--- src/sv/hfe_pkg.sv ---
// Shared types, constants and the CRC-16/X.25 byte update for the HDLC frame encoder.
// No dependencies; every other file of the block but hfe_if imports this package.
package hfe_pkg;

  localparam logic [15:0] CRC_INIT  = 16'hFFFF;
  localparam logic [15:0] CRC_POLY  = 16'h8408;
  localparam logic [7:0]  FLAG_BYTE = 8'h7E;
  localparam logic [7:0]  ESC_BYTE  = 8'h7D;
  localparam logic [7:0]  ESC_XOR   = 8'h20;

  // Queue between front and back
  localparam int unsigned QDEPTH = 4;
  localparam int unsigned QAW    = $clog2(QDEPTH);
  localparam int unsigned QCW    = $clog2(QDEPTH + 1);

  // One classified item: payload byte, end-of-frame mark and the finished trailer
  typedef struct packed {
    logic [7:0]  data_byte;
    logic        frame_end;
    logic [15:0] crc_out;
  } hfe_entry_t;

  // Write side of the queue
  typedef struct packed {
    logic       valid;
    hfe_entry_t entry;
  } hfe_push_t;

  // Read side status of the queue
  typedef struct packed {
    logic       valid;
    hfe_entry_t entry;
  } hfe_head_t;

  // Fold one byte into the reflected CRC, LSB first
  function automatic logic [15:0] hfe_crc_feed(input logic [15:0] crc, input logic [7:0] b);
    logic [15:0] c;
    c = crc ^ {8'h00, b};
    for (int k = 0; k < 8; k++) begin
      if (c[0]) begin
        c = (c >> 1) ^ CRC_POLY;
      end else begin
        c = c >> 1;
      end
    end
    return c;
  endfunction

endpackage

--- src/sv/hfe_if.sv ---
// Valid/ready channel interfaces for the HDLC frame encoder's input and output.
// Depends on nothing; payload widths are fixed by the field definitions.
interface hfe_in_if;
  logic       valid;
  logic       ready;
  logic [7:0] data_byte;
  logic       frame_end;

  modport source (output valid, data_byte, frame_end, input ready);
  modport sink   (input valid, data_byte, frame_end, output ready);
endinterface

interface hfe_out_if;
  logic       valid;
  logic       ready;
  logic [7:0] out_byte;
  logic       run_last;
  logic       frame_done;

  modport source (output valid, out_byte, run_last, frame_done, input ready);
  modport sink   (input valid, out_byte, run_last, frame_done, output ready);
endinterface

--- src/sv/hfe_front.sv ---
// Front end: accepts payload beats, runs the frame CRC and pushes classified entries.
// Depends on hfe_pkg and hfe_in_if.
module hfe_front (
  input  logic            clk_i,
  input  logic            rst_ni,
  hfe_in_if.sink          in_i,
  input  logic            q_full_i,
  output hfe_pkg::hfe_push_t push_o
);
  import hfe_pkg::*;

  logic [15:0] crc_q, crc_d;
  logic [15:0] crc_next;
  logic        accept;

  assign in_i.ready = !q_full_i;
  assign accept     = in_i.valid && !q_full_i;
  assign crc_next   = hfe_crc_feed(crc_q, in_i.data_byte);

  // Restart the CRC after the last byte of a frame
  always_comb begin
    crc_d = crc_q;
    if (accept) begin
      crc_d = in_i.frame_end ? CRC_INIT : crc_next;
    end
  end

  always_ff @(posedge clk_i or negedge rst_ni) begin
    if (!rst_ni) begin
      crc_q <= CRC_INIT;
    end else begin
      crc_q <= crc_d;
    end
  end

  // Build the queue entry with the inverted CRC ready for the trailer
  always_comb begin
    push_o.valid           = accept;
    push_o.entry.data_byte = in_i.data_byte;
    push_o.entry.frame_end = in_i.frame_end;
    push_o.entry.crc_out   = crc_next ^ CRC_INIT;
  end

  a_crc_restart: assert property (@(posedge clk_i) disable iff (!rst_ni)
    (accept && in_i.frame_end) |=> (crc_q == CRC_INIT))
    else $error("CRC not restarted after frame end");

endmodule

--- src/sv/hfe_fifo.sv ---
// Short register queue that decouples the front end from the byte sequencer.
// Depends on hfe_pkg for the entry type and depth.
module hfe_fifo (
  input  logic               clk_i,
  input  logic               rst_ni,
  input  hfe_pkg::hfe_push_t push_i,
  input  logic               pop_i,
  output logic               full_o,
  output hfe_pkg::hfe_head_t head_o
);
  import hfe_pkg::*;

  hfe_entry_t       mem_q [QDEPTH];
  logic [QAW-1:0]   wr_ptr_q, rd_ptr_q;
  logic [QCW-1:0]   count_q, count_d;

  assign full_o       = (count_q == QCW'(QDEPTH));
  assign head_o.valid = (count_q != '0);
  assign head_o.entry = mem_q[rd_ptr_q];

  // Track occupancy
  always_comb begin
    count_d = count_q;
    if (push_i.valid && !pop_i) begin
      count_d = count_q + 1'b1;
    end else if (!push_i.valid && pop_i) begin
      count_d = count_q - 1'b1;
    end
  end

  always_ff @(posedge clk_i or negedge rst_ni) begin
    if (!rst_ni) begin
      wr_ptr_q <= '0;
      rd_ptr_q <= '0;
      count_q  <= '0;
    end else begin
      count_q <= count_d;
      if (push_i.valid) begin
        wr_ptr_q <= wr_ptr_q + 1'b1;
      end
      if (pop_i) begin
        rd_ptr_q <= rd_ptr_q + 1'b1;
      end
    end
  end

  // Store entries
  always_ff @(posedge clk_i) begin
    if (push_i.valid) begin
      mem_q[wr_ptr_q] <= push_i.entry;
    end
  end

  a_no_overflow: assert property (@(posedge clk_i) disable iff (!rst_ni)
    push_i.valid |-> (!full_o || pop_i))
    else $error("push into full queue");

  a_no_underflow: assert property (@(posedge clk_i) disable iff (!rst_ni)
    pop_i |-> head_o.valid)
    else $error("pop from empty queue");

  a_ptr_count: assert property (@(posedge clk_i) disable iff (!rst_ni)
    (count_q == '0) |-> (wr_ptr_q == rd_ptr_q))
    else $error("queue pointers disagree with count");

endmodule

--- src/sv/hfe_back.sv ---
// Back end: escapes each queued byte; a final entry adds CRC trailer and closing flag.
// Depends on hfe_pkg, hfe_out_if; one registered beat per cycle unless out_o stalls.
module hfe_back (
  input  logic               clk_i,
  input  logic               rst_ni,
  input  hfe_pkg::hfe_head_t head_i,
  output logic               pop_o,
  hfe_out_if.source          out_o
);
  import hfe_pkg::*;

  localparam logic [1:0] PH_DATA = 2'd0;
  localparam logic [1:0] PH_CRCL = 2'd1;
  localparam logic [1:0] PH_CRCH = 2'd2;
  localparam logic [1:0] PH_FLAG = 2'd3;

  logic [1:0] phase_q, phase_d;
  logic       esc_q, esc_d;
  logic [7:0] cur_byte, emit_byte;
  logic       needs_esc, fire, item_done;

  logic       out_valid_q;
  logic [7:0] out_byte_q;
  logic       run_last_q, frame_done_q;

  assign fire = head_i.valid && (!out_valid_q || out_o.ready);

  // Pick the byte of the current phase
  always_comb begin
    case (phase_q)
      PH_DATA: cur_byte = head_i.entry.data_byte;
      PH_CRCL: cur_byte = head_i.entry.crc_out[7:0];
      PH_CRCH: cur_byte = head_i.entry.crc_out[15:8];
      default: cur_byte = FLAG_BYTE;
    endcase
    needs_esc = (phase_q != PH_FLAG) && (cur_byte inside {FLAG_BYTE, ESC_BYTE});
  end

  // Sequence escape, byte and next phase
  always_comb begin
    phase_d   = phase_q;
    esc_d     = esc_q;
    item_done = 1'b0;
    if (needs_esc && !esc_q) begin
      emit_byte = ESC_BYTE;
      esc_d     = 1'b1;
    end else begin
      emit_byte = esc_q ? (cur_byte ^ ESC_XOR) : cur_byte;
      esc_d     = 1'b0;
      if (phase_q == PH_FLAG || (phase_q == PH_DATA && !head_i.entry.frame_end)) begin
        item_done = 1'b1;
        phase_d   = PH_DATA;
      end else begin
        phase_d = phase_q + 2'd1;
      end
    end
  end

  assign pop_o = fire && item_done;

  always_ff @(posedge clk_i or negedge rst_ni) begin
    if (!rst_ni) begin
      phase_q     <= PH_DATA;
      esc_q       <= 1'b0;
      out_valid_q <= 1'b0;
    end else begin
      if (fire) begin
        phase_q     <= phase_d;
        esc_q       <= esc_d;
        out_valid_q <= 1'b1;
      end else if (out_o.ready) begin
        out_valid_q <= 1'b0;
      end
    end
  end

  // Load the output beat
  always_ff @(posedge clk_i) begin
    if (fire) begin
      out_byte_q   <= emit_byte;
      run_last_q   <= item_done;
      frame_done_q <= (phase_q == PH_FLAG);
    end
  end

  assign out_o.valid      = out_valid_q;
  assign out_o.out_byte   = out_byte_q;
  assign out_o.run_last   = run_last_q;
  assign out_o.frame_done = frame_done_q;

  a_esc_has_entry: assert property (@(posedge clk_i) disable iff (!rst_ni)
    (esc_q || phase_q != PH_DATA) |-> head_i.valid)
    else $error("sequencer mid-item without a queued entry");

  a_tail_only_on_end: assert property (@(posedge clk_i) disable iff (!rst_ni)
    (phase_q != PH_DATA) |-> head_i.entry.frame_end)
    else $error("trailer phase on a non-final byte");

  a_flag_closes_item: assert property (@(posedge clk_i) disable iff (!rst_ni)
    (out_valid_q && frame_done_q) |-> (run_last_q && out_byte_q == FLAG_BYTE))
    else $error("closing flag not marked as last beat");

endmodule

--- src/sv/hfe_frame_encoder_top_note.sv ---
// Output stream checker: catches raw flag bytes inside a frame and broken escape pairs.
// Depends on hfe_pkg; watches the encoder's output handshake without driving it.
module hfe_esc_check (
  input  logic       clk_i,
  input  logic       rst_ni,
  input  logic       valid_i,
  input  logic       ready_i,
  input  logic [7:0] out_byte_i,
  input  logic       frame_done_i
);
  import hfe_pkg::*;

  logic prev_esc_q;

  // Remember whether the last delivered beat was an escape byte
  always_ff @(posedge clk_i or negedge rst_ni) begin
    if (!rst_ni) begin
      prev_esc_q <= 1'b0;
    end else if (valid_i && ready_i) begin
      prev_esc_q <= (out_byte_i == ESC_BYTE) && !frame_done_i && !prev_esc_q;
    end
  end

  a_flag_unescaped: assert property (@(posedge clk_i) disable iff (!rst_ni)
    (valid_i && out_byte_i == FLAG_BYTE) |-> frame_done_i)
    else $error("raw flag byte inside a frame");

  a_done_is_flag: assert property (@(posedge clk_i) disable iff (!rst_ni)
    (valid_i && frame_done_i) |-> (out_byte_i == FLAG_BYTE))
    else $error("frame done on a byte other than the closing flag");

  a_esc_not_last: assert property (@(posedge clk_i) disable iff (!rst_ni)
    (valid_i && prev_esc_q) |-> (out_byte_i == (FLAG_BYTE ^ ESC_XOR) ||
                                 out_byte_i == (ESC_BYTE ^ ESC_XOR)))
    else $error("escape not followed by an escaped byte");

endmodule

--- src/sv/hdlc_frame_encoder.sv ---
// HDLC frame encoder top level: front end, entry queue and output byte sequencer.
// Depends on hfe_pkg, hfe_if, hfe_front, hfe_fifo, hfe_back and hfe_esc_check.
//
// Payload bytes enter on in_i, one per beat, with frame_end on the last byte of a frame.
// Each byte costs one output beat, two when it is 0x7E or 0x7D (sent as 0x7D, byte ^ 0x20);
// a final byte adds the inverted CRC-16/X.25 low byte first (escaped the same way) and a
// closing 0x7E, so one input beat yields 1 to 7 output beats. No opening flag is sent.
// Throughput is one output beat per cycle while out_o is ready, set by the back-end sequencer;
// with no escapes and no frame tails an input beat is taken every such cycle. A 4-entry queue lets
// the input keep running while a trailer drains; output beats leave from a register.
module hdlc_frame_encoder (
  input  logic      clk_i,
  input  logic      rst_ni,
  hfe_in_if.sink    in_i,
  hfe_out_if.source out_o
);
  import hfe_pkg::*;

  hfe_push_t push;
  hfe_head_t head;
  logic      q_full;
  logic      pop;

  hfe_front u_front (
    .clk_i    (clk_i),
    .rst_ni   (rst_ni),
    .in_i     (in_i),
    .q_full_i (q_full),
    .push_o   (push)
  );

  hfe_fifo u_fifo (
    .clk_i  (clk_i),
    .rst_ni (rst_ni),
    .push_i (push),
    .pop_i  (pop),
    .full_o (q_full),
    .head_o (head)
  );

  hfe_back u_back (
    .clk_i  (clk_i),
    .rst_ni (rst_ni),
    .head_i (head),
    .pop_o  (pop),
    .out_o  (out_o)
  );

  // Watch the output stream for framing rule breaks
  hfe_esc_check u_esc_check (
    .clk_i        (clk_i),
    .rst_ni       (rst_ni),
    .valid_i      (out_o.valid),
    .ready_i      (out_o.ready),
    .out_byte_i   (out_o.out_byte),
    .frame_done_i (out_o.frame_done)
  );

endmodule

--- src/flat_wrapper.sv ---
// flat-port wrapper written by rule: the top's interface ports become plain ports
module hdlc_frame_encoder_flat import hfe_pkg::*;
  (clk_i, rst_ni, in_i_valid, in_i_data_byte, in_i_frame_end, in_i_ready, out_o_valid, out_o_out_byte, out_o_run_last, out_o_frame_done, out_o_ready);
  hfe_in_if in_i_i ();
  hfe_out_if out_o_i ();
  input  logic clk_i;
  input  logic rst_ni;
  input wire logic [$bits(in_i_i.valid)-1:0] in_i_valid;
  input wire logic [$bits(in_i_i.data_byte)-1:0] in_i_data_byte;
  input wire logic [$bits(in_i_i.frame_end)-1:0] in_i_frame_end;
  output wire logic [$bits(in_i_i.ready)-1:0] in_i_ready;
  output wire logic [$bits(out_o_i.valid)-1:0] out_o_valid;
  output wire logic [$bits(out_o_i.out_byte)-1:0] out_o_out_byte;
  output wire logic [$bits(out_o_i.run_last)-1:0] out_o_run_last;
  output wire logic [$bits(out_o_i.frame_done)-1:0] out_o_frame_done;
  input wire logic [$bits(out_o_i.ready)-1:0] out_o_ready;
  assign in_i_i.valid = in_i_valid;
  assign in_i_i.data_byte = in_i_data_byte;
  assign in_i_i.frame_end = in_i_frame_end;
  assign in_i_ready = in_i_i.ready;
  assign out_o_valid = out_o_i.valid;
  assign out_o_out_byte = out_o_i.out_byte;
  assign out_o_run_last = out_o_i.run_last;
  assign out_o_frame_done = out_o_i.frame_done;
  assign out_o_i.ready = out_o_ready;
  hdlc_frame_encoder u_core (.clk_i(clk_i), .rst_ni(rst_ni), .in_i(in_i_i), .out_o(out_o_i));
endmodule
--- config.mk ---
export PLATFORM = sky130hd
export DESIGN_NAME = hdlc_frame_encoder_flat
export DESIGN_NICKNAME = d
export VERILOG_FILES = /design/src/sv/hfe_pkg.sv /design/src/sv/hfe_if.sv /design/src/sv/hfe_front.sv /design/src/sv/hfe_fifo.sv /design/src/sv/hfe_back.sv /design/src/sv/hfe_frame_encoder_top_note.sv /design/src/sv/hdlc_frame_encoder.sv /design/src/flat_wrapper.sv
export SDC_FILE = /design/constraint.sdc
export NUM_CORES = 1
export LEC_CHECK = 0
export ABC_AREA = 0
export BUFFER_PORTS_ARGS = -buffer_cell sky130_fd_sc_hd__buf_2
export CORE_ASPECT_RATIO = 0.5
export CORE_MARGIN = 4
export CORE_UTILIZATION = 55
export DETAILED_ROUTE_END_ITERATION = 7
export PLACE_DENSITY = 0.73
export SYNTH_ARGS = -nofsm -noshare
export SYNTH_HDL_FRONTEND = slang
export SYNTH_SLANG_ARGS = --single-unit
--- constraint.sdc ---
create_clock -name clk_i -period 4.95 [get_ports clk_i]
set_clock_uncertainty 0.05 [all_clocks]
set_input_delay 0.495 -clock clk_i [delete_from_list [all_inputs] [get_ports clk_i]]
set_output_delay 0.495 -clock clk_i [all_outputs]
set_load 0.05 [all_outputs]
* Word-level counts from Yosys, hierarchy flattened
Memories as Yosys holds them, arrays and structs flattened.
Cells that the tools add are included.
** Operators by class
- Reduce and logical (&&, ||, !) cells :: 22
- Add/sub/neg operators :: 5
- Mux-type cells :: 21
- Bitwise gates (word level) :: 12
- Equality and inequality tests :: 7
** Operator list (number)
- 16-bit 2-to-1 mux :: 9
- 2-bit inverter with 3-bit output :: 8
- 8-bit case mux with 3 select lines :: 1
- 8-bit by 7-bit equality test with 1-bit output (second input constant) :: 2
- 16-bit inverter :: 1
- 16-bit by 8-bit XOR with 16-bit output :: 1
- 1-bit logical AND :: 8
- 1-bit 2-to-1 mux :: 7
- 2-bit by 1-bit adder with 2-bit output (second input constant) :: 3
- 1-bit zero test :: 6
- 3-bit 2-to-1 mux :: 2
- 6-bit 2-to-1 mux :: 1
- 2-bit nonzero test :: 3
- 2-bit equality test (second input constant) :: 2
- 3-bit by 1-bit adder with 3-bit output (second input constant) :: 1
- 3-bit equality test (second input constant) :: 1
- 3-bit nonzero test :: 1
- 3-bit by 1-bit subtractor with 3-bit output (second input constant) :: 1
- 2-bit by 1-bit equality test with 1-bit output (second input constant) :: 1
- 2-bit zero test :: 1
- 1-bit logical OR :: 2
- 2-bit 2-to-1 mux :: 1
- 2-bit != test (second input constant) :: 1
- 1-bit inverter :: 2
- 2-bit AND reduction :: 1
** Storage, ports and cells
- Bits in registers :: 37
- Logic and storage cells :: 78
- Memories :: 1
- RAM bits :: 100
- Input port bits :: 13
- Output and inout bits :: 12
** Memory list
- u_core.u_fifo.mem_q :: depth 4, bits a word 25, rd ports 1, clocked after memory_dff 0, wr ports 1, line hfe_fifo.sv:13 : hfe_entry_t mem_q [QDEPTH];

* Logic depth before layout (Yosys ltp)
Gate-level depths: netlist of the first run.
- Depth after elaboration :: 18
- Mapped depth :: 15
- Gate-level depth less buffers :: 13

* Cells and area by module
Synthesis of the first run repeated with hierarchy kept, for this count alone.
** Second synthesis, totals
- Cell total of the unflattened synthesis :: 330
- Area total of the unflattened synthesis :: 5993.2 µm²
** By module, submodules not included
- hfe_fifo :: cells an instance 165, area an instance 4050.1 µm², times used 1, seq. area each 3178.0 µm²
- hfe_front :: cells an instance 89, area an instance 1099.8 µm², times used 1, seq. area each 420.4 µm²
- hfe_back :: cells an instance 76, area an instance 843.3 µm², times used 1, seq. area each 400.4 µm²

* Least setup slack after synthesis of the first run
Ideal clock, no wire load.
- Kind :: register to register
- From :: reg u_core.u_back.phase_q[0]
- To :: reg u_core.u_fifo.count_q[1]
- Library setup time :: 0.125 ns
- Cell stages (with the launch flop) :: 13
- Arrival time :: 2.951 ns
- Slack :: 1.824 ns
- Cell sequence :: dfrtp_1 -> inv_1 -> ha_1 -> clkbuf_1 -> and2_2 -> a22o_1 -> or4_1 -> nand3_2 -> o311ai_2 -> ha_1 -> inv_1 -> fa_1 -> mux2_2
** Between the ends
- Word-level cells in the longest chain between the ends :: 11
- Elaborated cells on any way between the ends :: 21
** RTL lines
- start, declared :: line hfe_back.sv:17 : logic [1:0] phase_q, phase_d;
- start signal, assigned :: line hfe_back.sv:68 : phase_q <= phase_d;
- 2-bit equality test, or another cell as far along :: line hfe_back.sv:30 : case (phase_q)
- 8-bit case mux with 3 select lines :: line hfe_back.sv:30
- 8-bit by 7-bit equality test with 1-bit output :: line hfe_back.sv:36 : needs_esc = (phase_q != PH_FLAG) && (cur_byte inside {FLAG_BYTE, ESC_BYTE});
- 2-bit nonzero test :: line hfe_back.sv:36
- 1-bit logical AND :: line hfe_back.sv:36
- 1-bit logical AND :: line hfe_back.sv:44 : if (needs_esc && !esc_q) begin
- 1-bit 2-to-1 mux * :: line hfe_back.sv:44
- 1-bit logical AND * :: line hfe_back.sv:59 : assign pop_o = fire && item_done;
- 1-bit zero test * :: line hfe_fifo.sv:24 : if (push_i.valid && !pop_i) begin
- 1-bit logical AND * :: line hfe_fifo.sv:24
- 3-bit 2-to-1 mux * :: line hfe_fifo.sv:24
- net u_core.u_fifo.count_d[1] :: line hfe_fifo.sv:15 : logic [QCW-1:0] count_q, count_d;
- end signal, assigned :: line hfe_fifo.sv:37 : count_q <= count_d;
- end, declared :: line hfe_fifo.sv:15
The timed path passes the listed nets; every way through them passes the cells marked *.
A chain may end at the register's enable or synchronous reset.

* Worst setup path after layout of the first run
- From :: reg u_core.u_fifo.rd_ptr_q[1]
- To :: reg u_core.u_fifo.count_q[2]
** Between the ends
- Word-level cells in the longest chain between the ends :: 11
- Elaborated cells on any way between the ends :: 18
** RTL lines
- start, declared :: line hfe_fifo.sv:14 : logic [QAW-1:0] wr_ptr_q, rd_ptr_q;
- start signal, assigned :: line hfe_fifo.sv:42 : rd_ptr_q <= rd_ptr_q + 1'b1;
- memory read 4 x 25 bit *
- 8-bit case mux with 3 select lines :: line hfe_back.sv:30
- 8-bit by 7-bit equality test with 1-bit output :: line hfe_back.sv:36
- 2-bit nonzero test :: line hfe_back.sv:36
- 1-bit logical AND :: line hfe_back.sv:36
- 1-bit logical AND :: line hfe_back.sv:44
- 1-bit 2-to-1 mux * :: line hfe_back.sv:44
- 1-bit logical AND * :: line hfe_back.sv:59
- 1-bit zero test :: line hfe_fifo.sv:24
- 1-bit logical AND :: line hfe_fifo.sv:24
- 3-bit 2-to-1 mux / 2-bit nonzero test (equally long branches)
Mark *: on every way between the ends. The rest lies on a longest branch, timed or not.

==> metrics, run 1 <==
status completed; f_max 252.7 MHz; RSZ-0062 raised after global routing false; DRT iter0 DRCs 279; IO Pins 25; Via density 5.805; ant diodes 0; xor-xnor portion of the synthesized cell area 5.129%; reg2reg setup slack 0.99 ns; Die ar. 12320 um2; Crit path arrival time 4.24 ns; remaining global-route overflow 0; final hold slack 0.07053 ns; wire length of the first global-routing pass 18700 um; Synth cell types 50; static leakage 2.451 nW; CP Capture Type register; min Tclk post-route 3.957 ns; Resize count post-CTS 0; Critical Path Start Type register; vias after detailed routing 3129; ys flop type edfxtp_1; Compound-Gate Fraction of Synth Area 5.259%; crit-path max FO 28; Routed WL 11960 um; P_int 3.446 mW; Final Hold Viols 0; Post-Syn Instances 349; Starting Density 56.60%; Mapped Avg Cell Area 16.57 um2; post-cts hold buffer count 0; Hold/Removal Path Class input port to async pin; part of the Yosys area used for sequential elements 69.16%; Placeable Area 10210 um2; Port Buf Inserts 24; initial antenna violation count 1; mux contribution to synthesized area 10.19%; drt first pass iters 5; CP required 5.24 ns; largest family of logic cells by synthesized area multiplexers; Die Ht 80.50 um; Layout fillers 732; clock buffer depth 2; sw frac 34.58%; Residual DRC 0; setup TNS 0 ns; Setup violations, final 0; Post-Syn Area 5782 um2; H-tree depth 4; Rel. slew slack 26.46%; Worst-path clk slew 0.06 ns; number of flops mapped to enable cells by yosys 110; vias in the first global route 3215; Clock Power Share 26.6%; Die Width 153 um; R2R depth 12; worst-skew pair later-pin latency 0.41 ns; Ys Warns 0; final worst-path cycle share 79.95%; Cell Count, Final, Fillers Out 539; worst r2r src u_core.u_fifo.rd_ptr_q[1]; Placed Instances 507; CTS tree done; Async SR Flop Fraction 19.71%; largest net degree at the start of global routing 29; CP Class register to register; Area growth syn-to-layout 15.60%; MaxCap Viol Count 0; Peak VDD IR 0.3495 mV; adder-cell share of the synthesized area 2.294%; routed len/inst 22.19 um; GRT Resource Usage Total 21.02%; num rows 26; Comb power frac 33.4%; Synth Register Bits 137; layout cells sized above 1 26.82%; nets 409; Post-Syn Nets 372; post-detail-place hpwl 7623 um; switching pwr 1.821 mW; gp weighted congestion 0.8273; max-slew violations 0; Seq pwr share 40.0%; Synth Area in Simple Gates 5.302%; CTS Buf Count 17; clock sinks 137; Pwr Density 788.0 nW/um2; final antenna-violating net count 0; Slew @ Worst Pin 1.103 ns; Root Driver clkbuf_16; post-CTS setup buffer count 0; RR Endpoint u_core.u_fifo.count_q[2]
## power by group through the flow
stage / registers [mW] / logic [mW] / clock network [mW]
final: 2.11 / 1.76 / 1.40
after global routing: 2.15 / 1.90 / 1.47
after CTS: 2.11 / 1.75 / 1.42
after detailed placement: 2.12 / 1.73 / 0
after global placement: 2.10 / 1.68 / 0
after floorplan: 2.15 / 1.25 / 0
## synthesized netlist by cell type (2+ instances only)
| library cell | n | area [um2] |
|---|---|---|
| edfxtp_1 | 110 | 3303 |
| nor2_1 | 26 | 97.59 |
| xnor2_1 | 25 | 219.0 |
| mux2i_1 | 24 | 240.2 |
| a21oi_1 | 16 | 80.08 |
| dfstp_2 | 16 | 420.4 |
| inv_1 | 13 | 48.80 |
| dfrtp_1 | 11 | 275.3 |
| ha_1 | 9 | 112.6 |
| o22ai_1 | 9 | 56.30 |
| mux4_2 | 8 | 180.2 |
| nand2_1 | 7 | 26.28 |
| xor2_1 | 7 | 61.31 |
| buf_6 | 6 | 67.56 |
| mux2_2 | 6 | 67.56 |
| and3_1 | 5 | 31.28 |
| clkbuf_1 | 5 | 18.77 |
| a22oi_1 | 3 | 22.52 |
| mux2_1 | 3 | 33.78 |
| o21bai_1 | 3 | 22.52 |
| and2_2 | 2 | 15.01 |
| mux4_1 | 2 | 52.55 |
| nor2b_1 | 2 | 12.51 |
| nor3_1 | 2 | 10.01 |
| o21ai_0 | 2 | 10.01 |
| or2b_2 | 2 | 17.52 |
| or4_1 | 2 | 15.01 |
## worst max-delay path, stage by stage, from the launching register on
cell and delay (ns):
dfrtp_2 0.90, buf_4 0.39, mux2i_1 0.38, o22ai_1 0.15, a211oi_2 0.34, nand3_2 0.20
o311ai_2 0.33, ha_1 0.25, inv_1 0.06, fa_1 0.38, xor2_1 0.15, nor2_1 0.11
xor2_1 0.17
## sequential cells by signal, summed over array words and instances (netlist names)
name and cells:
u_core.u_back.phase_q 2, u_core.u_back.out_o.valid 1, u_core.u_fifo.mem_q 100, u_core.u_fifo.count_q 3
u_core.u_front.crc_q 16, u_core.u_fifo.wr_ptr_q 2, u_core.u_fifo.rd_ptr_q 2, u_core.u_back.esc_q 1
u_core.u_back.out_o.frame_done 1, u_core.u_back.out_o.run_last 1, u_core.u_back.out_o.out_byte 8
## area by class of cell
class	instances	area, um2	area share, %
Sequential cell	137	4000	59.85
Multi-Input combinational cell	186	1629	24.37
Clock buffer	19	432.9	6.477
Clock inverter	13	225.2	3.370
Tap cell	140	175.2	2.621
Timing Repair Buffer	31	172.7	2.583
Inverter	13	48.80	0.7301
## worst max path at each step
stage,from,endpoint,slack (ns),depth (start not counted)
after floorplan,u_core.u_back.phase_q[0],u_core.u_fifo.count_q[1],1.82,12
after global placement,u_core.u_fifo.rd_ptr_q[0],u_core.u_fifo.count_q[1],1.15,9
after detailed placement,u_core.u_fifo.rd_ptr_q[0],u_core.u_fifo.count_q[1],1.12,9
after CTS,u_core.u_fifo.rd_ptr_q[0],u_core.u_fifo.count_q[1],1.07,9
after global routing,u_core.u_fifo.rd_ptr_q[1],u_core.u_fifo.count_q[2],0.78,12
final,u_core.u_fifo.rd_ptr_q[1],u_core.u_fifo.count_q[2],0.99,12
## cells by family after synthesis
kind of cell / count (synthesis)
buf+inv: 26
flops: 137
simple gates: 56
mux: 44
fa+ha+maj: 10
compound gates: 43
xor+xnor: 33
## metal layers
layer,vias up,GRT usage (%),wire [um],part of all wire [%]
met5,-,0,7,0.059
met4,2,8.711,242,2.0
met3,27,7.266,1010,8.4
met2,132,31.45,5317,44
met1,1586,28.42,5386,45
li1,1382,-,-,-
## layout by cell type (no fill, tap or decap), types with 3 or more instances in the layout
| cell | instances |
|---|---|
| a21oi_1 | 16 |
| a22oi_1 | 3 |
| and3_1 | 5 |
| buf_2 | 24 |
| buf_4 | 7 |
| bufinv_16 | 6 |
| clkbuf_16 | 17 |
| clkinvlp_4 | 3 |
| dfrtp_1 | 10 |
| dfstp_2 | 16 |
| edfxtp_1 | 110 |
| ha_1 | 9 |
| inv_1 | 13 |
| mux2_1 | 3 |
| mux2_2 | 6 |
| mux2i_1 | 24 |
| mux4_2 | 8 |
| nand2_1 | 7 |
| nor2_1 | 26 |
| o21bai_1 | 3 |
| o22ai_1 | 9 |
| xnor2_1 | 25 |
| xor2_1 | 7 |
## per-stage QoR
step	total power, mW	utilization [%]	cell area [um2]	setup WS, ns
after floorplan	3.401	-	5782	1.824
after global placement	3.779	58.99	6026	1.151
after detailed placement	3.856	58.99	6026	1.122
after CTS	5.276	65.43	6684	1.072
after global routing	5.513	65.43	6684	0.7802
final	5.267	65.43	6684	0.9925
Power figures use the tool's default switching activity.
==> inputs of run 2 (changes only) <==
Clock period 4.95 ns to 3.7 ns, I/O delays scaled along.
==> run 2 against run 1 <==
Compared with the run above: sequential share of layout area increased by 0.22 points; final area decreased by 0.37%; largest cell class unchanged; total power is 30% higher; clock power is 16% higher; routed wire length decreased by 3.6%; count of clock-buffer cells in the layout grew 5; maximum frequency up 17%; worst hold slack gained 0.029 ns; via count down 0.26%; register-to-register slack got worse by 0.68 ns; critical path depth unchanged.
==> metrics, run 2 (same netlist as run 1, synthesis figures left out) <==
min Tclk post-route 3.391 ns (was 3.957 ns); Die Width 153 um (unchanged); GRT Resource Usage Total 20.16% (was 21.02%); CP max stage delay 0.62 ns (was 0.90 ns); Die Ht 80.50 um (unchanged); final worst-path cycle share 91.66% (was 79.95%); gp weighted congestion 0.8707 (was 0.8273); Critical Path Start Type register (unchanged); vias in the first global route 3172 (was 3215); num rows 26 (unchanged); vias after detailed routing 3121 (was 3129); cells along the critical path buf_12 -> mux4_2 -> a22oi_1 -> nand2_1 -> xor2_2 -> o311ai_2 -> ha_1 -> inv_1 -> fa_1 -> xor2_1 -> nor2_1 -> xor2_1 (was buf_4 -> mux2i_1 -> o22ai_1 -> a211oi_2 -> nand3_2 -> o311ai_2 -> ha_1 -> inv_1 -> fa_1 -> xor2_1 -> nor2_1 -> xor2_1); status completed (unchanged); Placeable Area 10210 um2 (unchanged); clock buffer depth 2 (unchanged); max reg flops 100 (unchanged); CP Class register to register (unchanged); f_max 294.9 MHz (was 252.7 MHz); remaining global-route overflow 0 (unchanged); IO Pins 25 (unchanged); H-tree depth 4 (unchanged); CTS Buf Count 17 (unchanged); Rel. slew slack 35.99% (was 26.46%); Placed Instances 510 (was 507); setup TNS 0 ns (unchanged); CTS tree done (unchanged); Routed WL 11540 um (was 11960 um); reg2reg setup slack 0.31 ns (was 0.99 ns); Post-DP Area 6073 um2 (was 6026 um2); DRT iter0 DRCs 281 (was 279); CP required 3.99 ns (was 5.24 ns); crit-path max FO 18 (was 28); worst-skew pair later-pin latency 0.42 ns (was 0.41 ns); post-CTS setup buffer count 0 (unchanged); crit path from u_core.u_fifo.rd_ptr_q[1] (unchanged); post-detail-place hpwl 7697 um (was 7623 um); Via density 5.748 (was 5.805); Starting Density 56.60% (unchanged); worst r2r src u_core.u_fifo.rd_ptr_q[1] (unchanged); crit path to u_core.u_fifo.count_q[2] (unchanged); R2R depth 12 (unchanged); Root Driver clkbuf_16 (unchanged); RR Endpoint u_core.u_fifo.count_q[2] (unchanged); Hold/Removal Path Class input port to register (was input port to async pin); post-cts hold buffer count 1 (was 0); RSZ-0062 raised after global routing false (unchanged); Final Cell Area 6659 um2 (was 6684 um2); drt first pass iters 5 (unchanged); static leakage 2.447 nW (was 2.451 nW); Port Buf Inserts 24 (unchanged); Resize count post-CTS 0 (unchanged); Slew @ Worst Pin 0.9533 ns (was 1.103 ns); final hold slack 0.09909 ns (was 0.07053 ns); Worst-path clk slew 0.06 ns (about the same); nets 413 (was 409); Setup violations, final 0 (unchanged); MaxCap Viol Count 0 (unchanged); layout cells sized above 1 26.55% (was 26.82%); Reg with most FFs u_core.u_fifo.mem_q (unchanged); routed len/inst 21.25 um (was 22.19 um); Crit path arrival time 3.68 ns (was 4.24 ns); initial antenna violation count 0 (was 1); commonest non-fill, non-tap cell in the layout edfxtp_1 (unchanged); largest net degree at the start of global routing 28 (was 29); Residual DRC 0 (unchanged); max-slew violations 0 (unchanged); Power, Total 6.845 mW (was 5.267 mW); slowest CP cell dfrtp_2 (unchanged); ant diodes 0 (unchanged); CP Capture Type register (unchanged); Area growth syn-to-layout 15.17% (was 15.60%); most frequent CP cell xor2_1 (unchanged); Cell Count, Final, Fillers Out 543 (was 539); Pwr Density 1028 nW/um2 (was 788.0 nW/um2); commonest cells after routing, fill and taps aside edfxtp_1 (110), nor2_1 (26), xnor2_1 (25), mux2i_1 (24), buf_2 (24) (unchanged); clock sinks 137 (unchanged); Layout fillers 709 (was 732); Final Hold Viols 0 (unchanged); Peak VDD IR 0.4604 mV (was 0.3495 mV); final antenna-violating net count 0 (unchanged); Die ar. 12320 um2 (unchanged); wire length of the first global-routing pass 17880 um (was 18700 um)
run 2: cell count changes in the layout (fill, tap and decap cells not counted), moves of 2 or more:
cell | before | now
buf_12 | 0 | 2
bufinv_16 | 6 | 2
clkbuf_1 | 2 | 4
clkbuf_8 | 0 | 3
clkinvlp_4 | 3 | 1
run 2: power by group:
group	internal, mW	total (mW)	switching (mW)
Combinational	0.892	2.49	1.60
Clock	1.04	1.63	0.591
Sequential	2.51	2.72	0.217
run 2: critical path: cells and delay by family, from the launching register on:
kind | cells | cell delay [ns]
flip-flops | 1 | 0.62
adder cells (fa/ha/maj) | 2 | 0.62
AO/OA/AOI/OAI | 2 | 0.57
XOR/XNOR | 3 | 0.51
multiplexers | 1 | 0.37
buffers and inverters | 2 | 0.29
AND/OR/NAND/NOR | 2 | 0.25
run 2: routing by layer:
layer / global-route usage [%] / vias to the layer above / share of wire (%) / wire (um)
met2: 29.96 / 131 / 45 / 5217
met1: 27.69 / 1575 / 44 / 5118
met5: 0 / - / 0 / 0
met4: 7.111 / 0 / 2.0 / 233
li1: - / 1392 / - / -
met3: 7.320 / 23 / 8.4 / 968
run 2: how the worst min path moves through the flow:
stage                            from                        end  cells past startpoint
after floorplan                rst_ni        u_core.u_back.esc_q                      0
after global placement         rst_ni  u_core.u_fifo.wr_ptr_q[0]                      1
after detailed placement       rst_ni  u_core.u_fifo.wr_ptr_q[1]                      1
after CTS                 out_o_ready  u_core.u_back.out_o.valid                      2
after global routing      out_o_ready  u_core.u_back.out_o.valid                      2
final                     out_o_ready  u_core.u_back.out_o.valid                      2
run 2: layout make-up:
type                            instances  area [um2]  share of cell area, %
Tap cell                              140       175.2                  2.631
Sequential cell                       137        4000                  60.07
Multi-Input combinational cell        186        1629                  24.46
Inverter                               13       48.80                 0.7328
Clock inverter                          8       93.84                  1.409
Clock buffer                           24       481.7                  7.234
Timing Repair Buffer                   35       230.2                  3.457
run 2: stage by stage:
step           util, %  setup WS, ns
2_1_floorplan        -        0.5741
3_3_place_gp     59.46        0.4139
3_5_place_dp     59.46        0.3190
4_1_cts          65.19        0.2953
5_1_grt          65.19        0.1536
6_report         65.19        0.3086
==> inputs of run 3 (changes only) <==
Settings changed: CTS_BUF_LIST set to sky130_fd_sc_hd__clkbuf_16.
==> run 3 against run 2 <==
Compared with the run above: non-clock buffer count unchanged; maximum frequency about the same; critical endpoint unchanged; global-route usage down 0.094 points; sequential power about the same; routed wire length down 0.16%; clock power down 4%; total power down 1.1%; die area unchanged; critical path depth unchanged; largest cell class unchanged; cell count unchanged; highest routed layer unchanged.
==> metrics, run 3 (same netlist as run 1, synthesis figures left out) <==
Worst Min Path Start out_o_ready (unchanged); static leakage 2.447 nW (about the same); Die ar. 12320 um2 (unchanged); initial antenna violation count 0 (unchanged); commonest cells after routing, fill and taps aside edfxtp_1 (110), nor2_1 (26), xnor2_1 (25), mux2i_1 (24), buf_2 (24) (unchanged); Residual DRC 0 (unchanged); slowest CP cell dfrtp_2 (unchanged); DRT iter0 DRCs 284 (was 281); ant diodes 0 (unchanged); Hold Path End u_core.u_back.out_o.valid (unchanged); reg2reg setup slack 0.31 ns (about the same); Critical Path Start Type register (unchanged); Area growth syn-to-layout 14.65% (was 15.17%); Starting Density 56.60% (unchanged); drt first pass iters 5 (unchanged); vias after detailed routing 3125 (was 3121); CP max stage delay 0.61 ns (was 0.62 ns); most frequent CP cell xor2_1 (unchanged); worst-skew pair later-pin latency 0.42 ns (about the same); cells along the critical path buf_4 -> mux2i_1 -> o22ai_1 -> a211oi_4 -> xor2_2 -> o311ai_2 -> ha_1 -> inv_1 -> fa_1 -> xor2_1 -> nor2_1 -> xor2_1 (was buf_12 -> mux4_2 -> a22oi_1 -> nand2_1 -> xor2_2 -> o311ai_2 -> ha_1 -> inv_1 -> fa_1 -> xor2_1 -> nor2_1 -> xor2_1); crit-path leading delay family compound AO/OA/AOI/OAI gates (was flip-flops); Cell Count, Final, Fillers Out 543 (unchanged); Crit path arrival time 3.68 ns (about the same); clock sinks 137 (unchanged); RR Endpoint u_core.u_fifo.count_q[2] (unchanged); H-tree depth 4 (unchanged); Worst Path Buf+Inv 2 (unchanged); Port Buf Inserts 24 (unchanged); f_max 294.7 MHz (was 294.9 MHz); post-CTS setup buffer count 0 (unchanged); Rel. slew slack 39.74% (was 35.99%); wire length of the first global-routing pass 17820 um (was 17880 um); Slew @ Worst Pin 0.8974 ns (was 0.9533 ns); Final Hold Viols 0 (unchanged); worst r2r src u_core.u_fifo.rd_ptr_q[1] (unchanged); final antenna-violating net count 0 (unchanged); Reg with most FFs u_core.u_fifo.mem_q (unchanged); max reg flops 100 (unchanged); remaining global-route overflow 0 (unchanged); CTS Buf Count 17 (unchanged); num rows 26 (unchanged); GRT Resource Usage Total 20.06% (was 20.16%); largest net degree at the start of global routing 28 (unchanged); final worst-path cycle share 91.70% (was 91.66%); Hold/Removal Path Class input port to register (unchanged); layout cells sized above 1 25.81% (was 26.55%); MaxCap Viol Count 0 (unchanged); post-detail-place hpwl 7697 um (unchanged); Die Width 153 um (unchanged); Die Ht 80.50 um (unchanged); Placed Instances 510 (unchanged); Placeable Area 10210 um2 (unchanged); R2R depth 12 (unchanged); Pwr Density 1022 nW/um2 (was 1028 nW/um2); Worst-path clk slew 0.06 ns (about the same); max-slew violations 0 (unchanged); vias in the first global route 3187 (was 3172); CP Class register to register (unchanged); Resize count post-CTS 0 (unchanged); Setup violations, final 0 (unchanged); CP Capture Type register (unchanged); clock buffer depth 2 (unchanged); Peak VDD IR 0.4578 mV (was 0.4604 mV); routed len/inst 21.21 um (was 21.25 um); CP required 3.99 ns (about the same); status completed (unchanged); CTS tree done (unchanged); min Tclk post-route 3.393 ns (was 3.391 ns); crit-path max FO 15 (was 18); IO Pins 25 (unchanged); RSZ-0062 raised after global routing false (unchanged); commonest non-fill, non-tap cell in the layout edfxtp_1 (unchanged); nets 413 (unchanged); Root Driver clkbuf_16 (unchanged); gp weighted congestion 0.8707 (unchanged); hold-critical path depth 2 (unchanged); setup TNS 0 ns (unchanged); Via density 5.755 (was 5.748); Routed WL 11520 um (was 11540 um)
-- run 3: where the power goes --
part	switching (mW)	internal [mW]	leakage, nW
combinational	1.60	0.892	0.855
sequential	0.216	2.51	1.31
clock	0.591	0.965	0.279
total	2.41	4.36	2.45
-- run 3: stage by stage --
| stage | hold WS, ns | util [%] | setup slack [ns] | power, mW | cell area [um2] |
|---|---|---|---|---|---|
| after floorplan | 0.02441 | - | 0.5741 | 4.550 | 5782 |
| after global routing | 0.1045 | 64.89 | 0.1528 | 7.100 | 6629 |
| after global placement | 0.3991 | 59.46 | 0.4139 | 5.134 | 6073 |
| after CTS | 0.08575 | 64.89 | 0.2967 | 6.799 | 6629 |
| final | 0.09944 | 64.89 | 0.3069 | 6.772 | 6629 |
| after detailed placement | 0.4095 | 59.46 | 0.3190 | 5.236 | 6073 |
-- run 3: repair_timing --
item                                    4_1_cts  5_1_grt
endpoints found under the hold margin        11        0
hold buffers                                  1        0
endpoints found under the setup margin        0        0
-- run 3: how the worst max path moves through the flow --
stage                               from                        to  slack, ns  cells after the start
2_1_floorplan   u_core.u_back.phase_q[0]  u_core.u_fifo.count_q[1]       0.57                     12
5_1_grt        u_core.u_fifo.rd_ptr_q[1]  u_core.u_fifo.count_q[2]       0.15                     12
3_5_place_dp   u_core.u_fifo.rd_ptr_q[1]  u_core.u_fifo.count_q[2]       0.32                     12
3_3_place_gp   u_core.u_fifo.rd_ptr_q[1]  u_core.u_fifo.count_q[2]       0.41                     12
4_1_cts        u_core.u_fifo.rd_ptr_q[1]  u_core.u_fifo.count_q[2]       0.30                     12
6_report       u_core.u_fifo.rd_ptr_q[1]  u_core.u_fifo.count_q[2]       0.31                     12
-- run 3: area by class of cell --
| cell class | instances | area, um2 |
|---|---|---|
| clock buffer | 17 | 425.4 |
| fill | 714 | 3586 |
| sequential | 137 | 4000 |
| multi-input combinational | 186 | 1629 |
| inverter | 13 | 48.80 |
| timing repair buffer | 35 | 230.2 |
| clock inverter | 15 | 120.1 |
| tap | 140 | 175.2 |
-- run 3: layer usage --
| layer | wire length, um | track usage [%] |
|---|---|---|
| met2 | 5247 | 29.78 |
| met1 | 5090 | 27.59 |
| met5 | 0 | 0 |
| met3 | 999 | 6.943 |
| met4 | 182 | 7.644 |
